<file path="src/design/delta_list_timeout_queue_unit_defines.svh">
// Assertion macros for the timeout queue unit.
`ifndef DELTA_LIST_TIMEOUT_QUEUE_UNIT_DEFINES_SVH
`define DELTA_LIST_TIMEOUT_QUEUE_UNIT_DEFINES_SVH

// same-cycle implication, sampled on clk, off during reset
`define DLTQ_ASSERT_NOW(label, ante, cons, msg) \
	label: assert property (@(posedge clk) disable iff (!arst_n) (ante) |-> (cons)) \
		else $error(msg);

// next-cycle implication, sampled on clk, off during reset
`define DLTQ_ASSERT_NEXT(label, ante, cons, msg) \
	label: assert property (@(posedge clk) disable iff (!arst_n) (ante) |=> (cons)) \
		else $error(msg);

`endif

</file>
<file path="src/design/dltq_pkg.sv">
// Shared types and constants of the delta-list timeout queue.
`default_nettype none
package dltq_pkg;

	localparam logic [31:0] DELTA_ENDLESS = 32'hFFFF_FFFF;

	typedef enum logic [1:0] {
		OP_INSERT = 2'd0,
		OP_DELETE = 2'd1,
		OP_TICK   = 2'd2
	} op_t;

	localparam logic [1:0] ST_OK      = 2'd0;
	localparam logic [1:0] ST_INVALID = 2'd1;
	localparam logic [1:0] ST_NONE    = 2'd2;

	typedef enum logic {
		ALU_ADD = 1'b0,
		ALU_SUB = 1'b1
	} alu_op_t;

	typedef struct packed {
		alu_op_t     op;
		logic [31:0] a;
		logic [31:0] b;
	} alu_req_t;

	typedef struct packed {
		logic [31:0] sum;
		logic        carry;   // borrow on subtract
		logic        zero;
	} alu_rsp_t;

endpackage
`default_nettype wire

</file>
<file path="src/design/dltq_alu.sv">
// Shared 32-bit add/subtract unit with borrow and zero flags.
`default_nettype none
module dltq_alu
	import dltq_pkg::*;
(
	input  alu_req_t req,
	output alu_rsp_t rsp
);

	logic [32:0] res;

	always_comb begin
		case (req.op)
			ALU_ADD: res = {1'b0, req.a} + {1'b0, req.b};
			ALU_SUB: res = {1'b0, req.a} - {1'b0, req.b};
			default: res = '0;
		endcase
		rsp.sum   = res[31:0];
		rsp.carry = res[32];
		rsp.zero  = (res[31:0] == 32'd0);
	end

endmodule
`default_nettype wire

</file>
<file path="src/design/delta_list_timeout_queue_unit.sv">
// Top level: delta-list timeout queue with list-walking sequencer.
// Usage:
//   Command channel: operation/task_slot/timeout_ms are taken at a clock edge with
//   start high and busy low. busy stays high until the command's result is out.
//   Result channel: done is high for exactly one cycle with status, expired_valid
//   and expired_slot; the receiver must take it then, it cannot stall the block.
// Insert and delete walk the list, one entry per cycle through the registered
// slot memory read port, visiting up to TASK_SLOTS entries. An insert rebases
// the following entry's delta when it goes in front of it, and skips the walk
// on an empty queue or an endless timeout; a delete hands its delta to the
// successor. A tick on an empty queue and a rejected command end at decode.
// A new command can be given in the cycle that done is shown.
// One add/subtract unit serves the walk compare, the rebase, the delta
// hand-back and the tick decrement.
// Reset empties the queue at once; the delta and link memories are not
// cleared, as only queued slots are ever read.
`default_nettype none
`include "delta_list_timeout_queue_unit_defines.svh"
module delta_list_timeout_queue_unit
	import dltq_pkg::*;
#(
	parameter int TASK_SLOTS = 32
) (
	input  logic               clk,
	input  logic               arst_n,
	input  logic               start,
	output logic               busy,
	input  logic [1:0]         operation,
	input  logic [4:0]         task_slot,
	input  logic signed [31:0] timeout_ms,
	output logic               done,
	output logic [1:0]         status,
	output logic               expired_valid,
	output logic [4:0]         expired_slot
);

	localparam int SW = $clog2(TASK_SLOTS);

	typedef enum logic [3:0] {
		S_IDLE, S_DECODE, S_WALK, S_REBASE, S_LINK_A, S_LINK_B,
		S_DSCAN, S_DFIX, S_TCHK
	} state_t;

	state_t state_q;

	logic [1:0]            op_q;
	logic                  slot_ok_q;
	logic [SW-1:0]         s_q;
	logic [31:0]           t_q;
	logic [SW-1:0]         cur_q, pred_q, succ_q;
	logic                  has_pred_q, has_succ_q;
	logic [SW-1:0]         head_q, tail_q;
	logic                  nonempty_q;
	logic [TASK_SLOTS-1:0] has_next_q, in_queue_q;

	logic                  done_q, exp_valid_q;
	logic [1:0]            status_q;
	logic [4:0]            exp_slot_q;

	// slot memories
	logic [31:0]   delta_mem [TASK_SLOTS];
	logic [SW-1:0] link_mem  [TASK_SLOTS];
	logic [31:0]   delta_rd_q;
	logic [SW-1:0] link_rd_q;

	logic          rd_en;
	logic [SW-1:0] rd_addr;
	logic          dm_we, lm_we;
	logic [SW-1:0] dm_wa, lm_wa;
	logic [31:0]   dm_wd;
	logic [SW-1:0] lm_wd;

	alu_req_t alu_req;
	alu_rsp_t alu_rsp;

	logic walk_more;

	dltq_alu u_alu (
		.req (alu_req),
		.rsp (alu_rsp)
	);

	always_ff @(posedge clk) begin
		if (dm_we)
			delta_mem[dm_wa] <= dm_wd;
		if (lm_we)
			link_mem[lm_wa] <= lm_wd;
		if (rd_en) begin
			delta_rd_q <= delta_mem[rd_addr];
			link_rd_q  <= link_mem[rd_addr];
		end
	end

	// walk goes on only when the new entry lies past this one and more follow
	assign walk_more = !delta_rd_q[31] && !alu_rsp.carry && !alu_rsp.zero
		&& has_next_q[cur_q];

	always_comb begin
		alu_req = '{op: ALU_SUB, a: t_q, b: delta_rd_q};
		rd_en   = 1'b0;
		rd_addr = link_rd_q;
		dm_we   = 1'b0;
		dm_wa   = s_q;
		dm_wd   = t_q;
		lm_we   = 1'b0;
		lm_wa   = s_q;
		lm_wd   = succ_q;
		case (state_q)
			S_DECODE: begin
				rd_en   = 1'b1;
				rd_addr = head_q;
			end
			S_WALK: begin
				rd_en = walk_more;
			end
			S_REBASE: begin
				alu_req = '{op: ALU_SUB, a: delta_rd_q, b: t_q};
				dm_we   = 1'b1;
				dm_wa   = cur_q;
				dm_wd   = alu_rsp.sum;
			end
			S_LINK_A: begin
				dm_we = 1'b1;
				lm_we = has_succ_q;
			end
			S_LINK_B: begin
				lm_we = has_pred_q;
				lm_wa = pred_q;
				lm_wd = s_q;
			end
			S_DSCAN: begin
				rd_en = 1'b1;
			end
			S_DFIX: begin
				alu_req = '{op: ALU_ADD, a: delta_rd_q, b: t_q};
				dm_we   = !delta_rd_q[31] && !t_q[31];
				dm_wa   = succ_q;
				dm_wd   = alu_rsp.sum;
				lm_we   = has_pred_q;
				lm_wa   = pred_q;
				lm_wd   = succ_q;
			end
			S_TCHK: begin
				alu_req = '{op: ALU_SUB, a: delta_rd_q, b: {31'd0, |delta_rd_q}};
				dm_we   = !delta_rd_q[31];
				dm_wa   = head_q;
				dm_wd   = alu_rsp.sum;
			end
			default: begin
				rd_en = 1'b0;
			end
		endcase
	end

	always_ff @(posedge clk or negedge arst_n) begin
		if (!arst_n) begin
			state_q     <= S_IDLE;
			head_q      <= '0;
			tail_q      <= '0;
			nonempty_q  <= 1'b0;
			has_next_q  <= '0;
			in_queue_q  <= '0;
			done_q      <= 1'b0;
			status_q    <= ST_OK;
			exp_valid_q <= 1'b0;
			exp_slot_q  <= '0;
			op_q        <= '0;
			slot_ok_q   <= 1'b0;
			s_q         <= '0;
			t_q         <= '0;
			cur_q       <= '0;
			pred_q      <= '0;
			succ_q      <= '0;
			has_pred_q  <= 1'b0;
			has_succ_q  <= 1'b0;
		end else begin
			done_q <= 1'b0;
			case (state_q)
				S_IDLE: begin
					if (start) begin
						op_q      <= operation;
						slot_ok_q <= ({27'd0, task_slot} < 32'(TASK_SLOTS));
						s_q       <= SW'(task_slot);
						t_q       <= timeout_ms;
						state_q   <= S_DECODE;
					end
				end
				S_DECODE: begin
					exp_valid_q <= 1'b0;
					exp_slot_q  <= '0;
					cur_q       <= head_q;
					has_pred_q  <= 1'b0;
					has_succ_q  <= 1'b0;
					case (op_q)
						OP_INSERT: begin
							if (!slot_ok_q || in_queue_q[s_q]) begin
								done_q   <= 1'b1;
								status_q <= ST_INVALID;
								state_q  <= S_IDLE;
							end else if (t_q == DELTA_ENDLESS) begin
								// endless tasks append at the tail
								has_pred_q <= nonempty_q;
								pred_q     <= tail_q;
								state_q    <= S_LINK_A;
							end else if (t_q[31]) begin
								done_q   <= 1'b1;
								status_q <= ST_INVALID;
								state_q  <= S_IDLE;
							end else if (!nonempty_q) begin
								state_q <= S_LINK_A;
							end else begin
								state_q <= S_WALK;
							end
						end
						OP_DELETE: begin
							if (!slot_ok_q || !in_queue_q[s_q]) begin
								done_q   <= 1'b1;
								status_q <= ST_INVALID;
								state_q  <= S_IDLE;
							end else begin
								state_q <= S_DSCAN;
							end
						end
						OP_TICK: begin
							if (!nonempty_q) begin
								done_q   <= 1'b1;
								status_q <= ST_NONE;
								state_q  <= S_IDLE;
							end else begin
								state_q <= S_TCHK;
							end
						end
						default: begin
							done_q   <= 1'b1;
							status_q <= ST_INVALID;
							state_q  <= S_IDLE;
						end
					endcase
				end
				S_WALK: begin
					if (delta_rd_q[31]) begin
						has_succ_q <= 1'b1;
						succ_q     <= cur_q;
						state_q    <= S_LINK_A;
					end else if (alu_rsp.carry) begin
						has_succ_q <= 1'b1;
						succ_q     <= cur_q;
						state_q    <= S_REBASE;
					end else begin
						t_q        <= alu_rsp.sum;
						has_pred_q <= 1'b1;
						pred_q     <= cur_q;
						if (alu_rsp.zero) begin
							// equal time: goes right after this entry
							has_succ_q <= has_next_q[cur_q];
							succ_q     <= link_rd_q;
							state_q    <= S_LINK_A;
						end else if (has_next_q[cur_q]) begin
							cur_q <= link_rd_q;
						end else begin
							state_q <= S_LINK_A;
						end
					end
				end
				S_REBASE: begin
					state_q <= S_LINK_A;
				end
				S_LINK_A: begin
					has_next_q[s_q] <= has_succ_q;
					in_queue_q[s_q] <= 1'b1;
					nonempty_q      <= 1'b1;
					if (!has_succ_q)
						tail_q <= s_q;
					state_q <= S_LINK_B;
				end
				S_LINK_B: begin
					if (has_pred_q)
						has_next_q[pred_q] <= 1'b1;
					else
						head_q <= s_q;
					done_q   <= 1'b1;
					status_q <= ST_OK;
					state_q  <= S_IDLE;
				end
				S_DSCAN: begin
					if (cur_q == s_q) begin
						if (has_next_q[s_q]) begin
							t_q     <= delta_rd_q;
							succ_q  <= link_rd_q;
							state_q <= S_DFIX;
						end else begin
							if (has_pred_q) begin
								has_next_q[pred_q] <= 1'b0;
								tail_q             <= pred_q;
							end else begin
								nonempty_q <= 1'b0;
								head_q     <= '0;
								tail_q     <= '0;
							end
							in_queue_q[s_q] <= 1'b0;
							done_q          <= 1'b1;
							status_q        <= ST_OK;
							state_q         <= S_IDLE;
						end
					end else if (has_next_q[cur_q]) begin
						has_pred_q <= 1'b1;
						pred_q     <= cur_q;
						cur_q      <= link_rd_q;
					end else begin
						done_q   <= 1'b1;
						status_q <= ST_INVALID;
						state_q  <= S_IDLE;
					end
				end
				S_DFIX: begin
					if (!has_pred_q)
						head_q <= succ_q;
					has_next_q[s_q] <= 1'b0;
					in_queue_q[s_q] <= 1'b0;
					done_q          <= 1'b1;
					status_q        <= ST_OK;
					state_q         <= S_IDLE;
				end
				S_TCHK: begin
					done_q   <= 1'b1;
					status_q <= ST_NONE;
					state_q  <= S_IDLE;
					if (!delta_rd_q[31] && alu_rsp.zero) begin
						status_q    <= ST_OK;
						exp_valid_q <= 1'b1;
						exp_slot_q  <= 5'(head_q);
						in_queue_q[head_q] <= 1'b0;
						has_next_q[head_q] <= 1'b0;
						if (has_next_q[head_q]) begin
							head_q <= link_rd_q;
						end else begin
							nonempty_q <= 1'b0;
							head_q     <= '0;
							tail_q     <= '0;
						end
					end
				end
				default: begin
					state_q <= S_IDLE;
				end
			endcase
		end
	end

	assign busy          = (state_q != S_IDLE);
	assign done          = done_q;
	assign status        = status_q;
	assign expired_valid = exp_valid_q;
	assign expired_slot  = exp_slot_q;

	`DLTQ_ASSERT_NEXT(a_start_busy, start && !busy, busy, "accepted command did not raise busy")
	`DLTQ_ASSERT_NEXT(a_done_pulse, done, !done, "result strobe longer than one cycle")
	`DLTQ_ASSERT_NOW(a_expired_ok, done && expired_valid, status == ST_OK, "expiry without ok status")
	`DLTQ_ASSERT_NOW(a_empty_clear, !nonempty_q, in_queue_q == '0, "empty queue holds queued slots")

endmodule
`default_nettype wire
</file>
<file path="config.mk">
export PLATFORM = sky130hd
export DESIGN_NAME = delta_list_timeout_queue_unit
export DESIGN_NICKNAME = d
export VERILOG_FILES = /design/src/design/dltq_pkg.sv /design/src/design/dltq_alu.sv /design/src/design/delta_list_timeout_queue_unit.sv
export VERILOG_INCLUDE_DIRS = /design/src /design/src/design
export SDC_FILE = /design/constraint.sdc
export NUM_CORES = 2
export LEC_CHECK = 0
export BUFFER_PORTS_ARGS = -buffer_cell sky130_fd_sc_hd__buf_2
export CELL_PAD_IN_SITES_DETAIL_PLACEMENT = 2
export CELL_PAD_IN_SITES_GLOBAL_PLACEMENT = 2
export CORE_MARGIN = 2
export CORE_UTILIZATION = 43
export DETAILED_ROUTE_END_ITERATION = 10
export GPL_TIMING_DRIVEN = 0
export HOLD_SLACK_MARGIN = 0.05
export MAX_ROUTING_LAYER = met4
export PLACE_DENSITY = 0.83
export RECOVER_POWER = 25
export SYNTH_ARGS = -nofsm -noshare
export SYNTH_HDL_FRONTEND = slang
export SYNTH_HIERARCHICAL = 1
export SYNTH_SLANG_ARGS = --single-unit
</file>
<file path="constraint.sdc">
create_clock -name clk -period 8.4 [get_ports clk]
set_clock_uncertainty 0.05 [all_clocks]
set_input_delay 0.84 -clock clk [delete_from_list [all_inputs] [get_ports clk]]
set_output_delay 0.84 -clock clk [all_outputs]
set_load 0.02 [all_outputs]
</file>
; ---- After elaboration in Yosys (flattened, before gate mapping)
; Memory sizes are Yosys's and may differ from the RTL's. A register that Yosys moved wholly into a read port is not among the register bits.
; Index checks and enable logic that the tools add are counted.
[op_classes]
addsub = 2
multipliers = 0
div_mod_pow = 0
magnitude_cmp = 7
n_eq_ne = 40
shifts = 0
mux = 139
bitwise_logic = 11
reduce_logical = 51
[ops]
columns = cell, count
row1 = $mux 32, 14
row2 = $pmux 65 s3, 1
row3 = $mux 5, 34
row4 = $and 32x32->32, 5
row5 = $pmux 32 s5, 1
row6 = $pmux 32 s4, 1
row7 = $not 32->32, 3
row8 = $pmux 32 s3, 1
row9 = $pmux 33 s2, 1
row10 = $or 32x32->32, 2
row11 = $pmux 5 s3, 4
row12 = $ne 2x2->1 const B, 19
row13 = $mux 1, 35
row14 = $add 32x32->33, 1
row15 = $sub 32x32->33, 1
row16 = $bwmux 32, 1
row17 = $eq 32x32->1 const B, 1
row18 = $logic_not 32->1, 1
row19 = $mux 4, 8
row20 = $reduce_or 32->1, 1
row21 = $lt 5x6->1 const B, 4
row22 = $pmux 4 s6, 1
row23 = $reduce_and 6->1, 4
row24 = $bmux 1 s5, 4
row25 = 41 further kinds, 102
[totals]
regBits = 145
latchBits = 0
mem_bits_rw = 1184
mem_bits_ro = 0
inputBits = 42
out_inout_bits = 10
elab_cells = 271
n_memories = 2
[memory_table]
columns = name, depth, width, rd, rd_ports_with_merged_regs, wr, line
row1 = delta_mem, 32, 32, 1, 1, 1, delta_list_timeout_queue_unit.sv:61  ; logic [31:0] delta_mem [TASK_SLOTS];
row2 = link_mem, 32, 5, 1, 1, 1, delta_list_timeout_queue_unit.sv:62  ; logic [SW-1:0] link_mem [TASK_SLOTS];

; ---- Longest topological paths before layout
[depth]
word_depth = 10
mapped_depth = 33
depth_no_buf = 29

; ---- Modules after synthesis
; The synthesis kept the hierarchy.
[by_module_without_submodules]
columns = mod, n_inst, cells_per_inst, area_each_um2, seq_area_each_um2
row1 = delta_list_timeout_queue_unit, 1, 3674, 58249.6, 40293.6
row2 = dltq_alu, 1, 384, 2570.0, 0.0

; ---- Worst setup path after synthesis
; Ideal clock, no wire load.
[synth_timing]
path_kind = register to register
from = reg state_q[0]
to = reg delta_rd_q[0] (read register of delta_mem) (enable)
setup_ns = 0.401
arrival_time_ns = 6.749
slack_ns = 1.201
stages_incl_launch_ff = 29
path_buffers = 4
synth_period_minus_slack_ns = 7.199
path_cell_list = dfrtp_1 clkbuf_1 nor2_1 nand3b_1 clkbuf_1 clkbuf_1 nand3_1 nand2_1 nor3_1 nand2_1 nor4b_1 nor3b_1 a21oi_1 xnor2_1 ha_1 clkbuf_1 nand3_1 nor3_1 nand2_1 o21ai_1 a21oi_1 a221oi_2 a21o_1 a21oi_1 xor2_1 or2_2 nor4_1 nand2_1 nand3_1
[synth_lines]
columns = element, line
row1 = "start, declared", delta_list_timeout_queue_unit.sv:44  ; state_t state_q;
row2 = "start signal, assigned", delta_list_timeout_queue_unit.sv:157  ; state_q <= S_IDLE;
row3 = "start signal, assigned", delta_list_timeout_queue_unit.sv:185  ; state_q <= S_DECODE;
row4 = "start signal, assigned", delta_list_timeout_queue_unit.sv:199  ; state_q <= S_IDLE;
row5 = "end, declared", delta_list_timeout_queue_unit.sv:63  ; logic [31:0] delta_rd_q;

==> results.md <==
* Status: finished, violations left
* Failing checks: capacitance limit, slew limit
* Final core utilization at 49.3%
* Layout Nets at 4376
* Reg2reg setup slack at 0.12 ns
* CTS Buf Count at 148
* Cell leakage power at 23.4 nW
* GPL Wtd Cong at 0.944
* # rows at 138
* Area fraction of the dominant cell type after synthesis at 60.3%
* Vias in the first global route at 44853
* Simple logic cell fraction of the synthesized area at 8.80%
* Placed cell areas at 0.0646 mm^2
* Most instantiated cells after synthesis: edfxtp_1 (1221), nand2_1 (635), mux4_2 (296), nor2_1 (207), o21ai_0 (174)
* Initial Utilization at 43.2%
* Reg2reg path depth at 26
* Arr. time, crit path at 8.86 ns
* Post-synth EDFFs at 1221
* Post-layout min period at 8.28 ns
* #FFs+latches synth at 1366
* Multiplexer share of the synthesized area at 14.8%
* CP Class: reg -> reg
* Crit. End Element: flip-flop
* Root Buffer: clkbuf_16
* DRC at 0
* Max stage delay on crit path at 0.56 ns
* Worst hold-check path type: in -> reg
* Count leader, synth: edfxtp_1
* Fillers at 13076
* First-pass GRT wire length at 370000 um
* Main combinational cell family by area after synthesis: multiplexers
* Peak supply drop at 295 uV
* Net Count, Synth at 4134
* Routed WL at 266000 um
* Die H at 380 um
* Power, Total at 33.8 mW
* CP max FO at 10
* Initial antenna violation count at 22
* Post-route design area at 0.0694 mm^2
* Area leader, netlist: edfxtp_1
* Pins Over Slew Limit at 436
* Max_slew headroom at -155%
* Hold path cells at 2
* Seq/Total Area, Yosys at 66.3%
* Seq pwr share at 29.2%
* RSZ-0062 raised after global routing: no
* DR WL/cell at 42.2 um
* Endpoints failing hold at 0
* Psw at 15.5 mW
* Period utilization at 98.6%
* Hold endpoint: op_q[1]
* Share of cells above drive strength 1 at 19.2%
* H-Tree Depth at 4
* DR pass1 iterations at 5
* Vias per cell at 6.84
* PwrDens at 487 mW/mm^2
* Clock group share of total power at 20.2%
* Hold Slack at 0.247 ns
* DIE AREA at 0.144 mm^2
* Core Footprint at 0.141 mm^2
* Clock Latency Late Sink at 0.82 ns
* Max-cap viol count at 15
* Distinct cells, synth at 89
* Die width at 380 um
* Synth Area in Adders at 0.712%
* HP Start: operation[1]
* Pint at 18.2 mW
* Via count at 43162
* Port bufs at 51
* Slew @ Worst Pin at 3.82 ns
* Count of final setup violators at 0
* Area Overhead vs Synth at 14.1%
* DRT iter0 DRCs at 6190
* Clk buf depth at 3
* Largest net degree at the start of global routing at 89
* Sink Count at 1366
* HPWL Detailed at 176000 um
* Post-Synth XOR/XNOR Area at 0.907%
* Antenna-violating nets left at 0
* Fmax at 121 MHz
* Syn Std Cell Area at 0.0608 mm^2
* Synth Instances at 4058
* FFs w/ async S/R, synth at 10.6%
* CTS clk-pin slew, worst paths at 0.06 ns
* Sw Share at 46.0%
* Worst setup SP type: flip-flop
* Crit-path slowest cell: or4b_1
* I/O Pins at 52
* Top FF cell, synth: edfxtp_1
* Critical R2R Launch: state_q[0]
* WP data required at 8.98 ns
* Synth top area cells: edfxtp_1 (60%), mux4_2 (11%), dfrtp_1 (6.0%), nand2_1 (3.9%), mux2i_1 (2.0%)
* TritonCTS clock tree: yes
* All-Layer GR Usage at 37.6%
* Logic gate share of total power at 50.6%
* Compound-Gate Fraction of Synth Area at 6.17%
* Synthesis Warnings at 6
* Reg2Reg Capture Point: tail_q[3]
* Synth Area per Inst at 15.0 um^2
* GRT overflow at 0
per-stage QoR:
| step | instances | TNS [ns] | worst slack [ns] |
|---|---|---|---|
| 2_1_floorplan | 4058 | 0 | 1.20 |
| 3_3_place_gp | 5999 | -328.28 | -2.16 |
| 3_5_place_dp | 6037 | -472.84 | -1.95 |
| 4_1_cts | 6299 | 0 | 0.00453 |
| 5_1_grt | 6310 | 0 | 0.0171 |
| 6_report | 6312 | 0 | 0.120 |
critical path, delay by kind of cell (launching register included):
family | cells | cell delay [ns]
buffers and inverters | 3 | 0.78
adder cells (fa/ha/maj) | 2 | 0.76
AO/OA/AOI/OAI | 5 | 1.02
multiplexers | 1 | 0.43
flip-flops | 1 | 0.46
XOR/XNOR | 1 | 0.11
AND/OR/NAND/NOR | 14 | 4.49
kinds of logic after synthesis:
logic type               count (synthesis)
AO/OA/AOI/OAI                          587
XOR/XNOR                                63
adder cells (fa/ha/maj)                 34
buffers and inverters                  293
flip-flops                            1366
multiplexers                           499
AND/OR/NAND/NOR                       1216
per-layer routing:
metal | up-vias | routed length, um | track usage (%)
li1 | 16293 | - | -
met1 | 22802 | 95800 | 45.2
met2 | 3142 | 130000 | 60.8
met3 | 925 | 22000 | 6.01
met4 | 0 | 18400 | 21.0
met5 | - | 0 | -
layout by cell type (no fill, tap or decap), drive strengths merged, types with 20 or more instances in the layout:
| cell | n |
|---|---|
| edfxtp | 1221 |
| nand2 | 635 |
| clkbuf | 354 |
| mux4 | 308 |
| nor2 | 207 |
| buf | 181 |
| o21ai | 179 |
| dfrtp | 145 |
| a21oi | 143 |
| nand3 | 139 |
| mux2i | 123 |
| mux2 | 68 |
| and3 | 55 |
| clkinv | 54 |
| xnor2 | 52 |
| inv | 44 |
| nor3 | 43 |
| o22ai | 41 |
| a32oi | 40 |
| ha | 33 |
| nand2b | 27 |
| a31oi | 26 |
| a211oi | 20 |
| nor4 | 20 |
worst max path at each step:
| stage | endpoint | startpoint |
|---|---|---|
| 2_1_floorplan | delta_rd_q[0] | state_q[0] |
| 3_3_place_gp | delta_rd_q[11] | state_q[0] |
| 3_5_place_dp | flip-flop | state_q[0] |
| 4_1_cts | in_queue_q[2] | state_q[1] |
| 5_1_grt | flip-flop | state_q[0] |
| 6_report | tail_q[3] | state_q[0] |
state kept, by name, summed over array words and instances, names as in the netlist, 2 cells and up, named ones only:
signal	count
cur_q	5
delta_mem	1024
delta_rd_q	32
expired_slot	5
head_q	5
in_queue_q	32
link_mem	160
link_rd_q	5
op_q	2
pred_q	5
s_q	5
state_q	4
status	2
succ_q	5
t_q	32
tail_q	5
power groups by stage:
stage,Sequential (mW),Combinational (mW),Clock [mW]
floorplan,9.63,9.59,0
global placement,9.88,14.3,0
detailed placement,9.98,15.9,0
CTS,9.88,16.6,6.80
global route,9.86,17.6,7.01
finish,9.86,17.1,6.81
cell type report:
cell class	count	area (um^2)	share of cell area, %
Antenna cell	11	27.5	0.0397
Buffer	249	1320	1.90
Clock buffer	191	3950	5.69
Clock inverter	70	852	1.23
Inverter	40	150	0.216
Multi-Input combinational cell	2399	19400	28.0
Sequential cell	1366	40300	58.1
Tap cell	1890	2360	3.41
Timing Repair Buffer	96	1050	1.51
timing repair:
action	CTS	global route
endpoints found under the setup margin	686	142
hold endpoints to repair	57	0
hold buffers	1	0
buffers inserted	2	2
gates resized for setup	30	21
pin swaps	2	2
No activity file was read; power rests on OpenSTA's default activity.
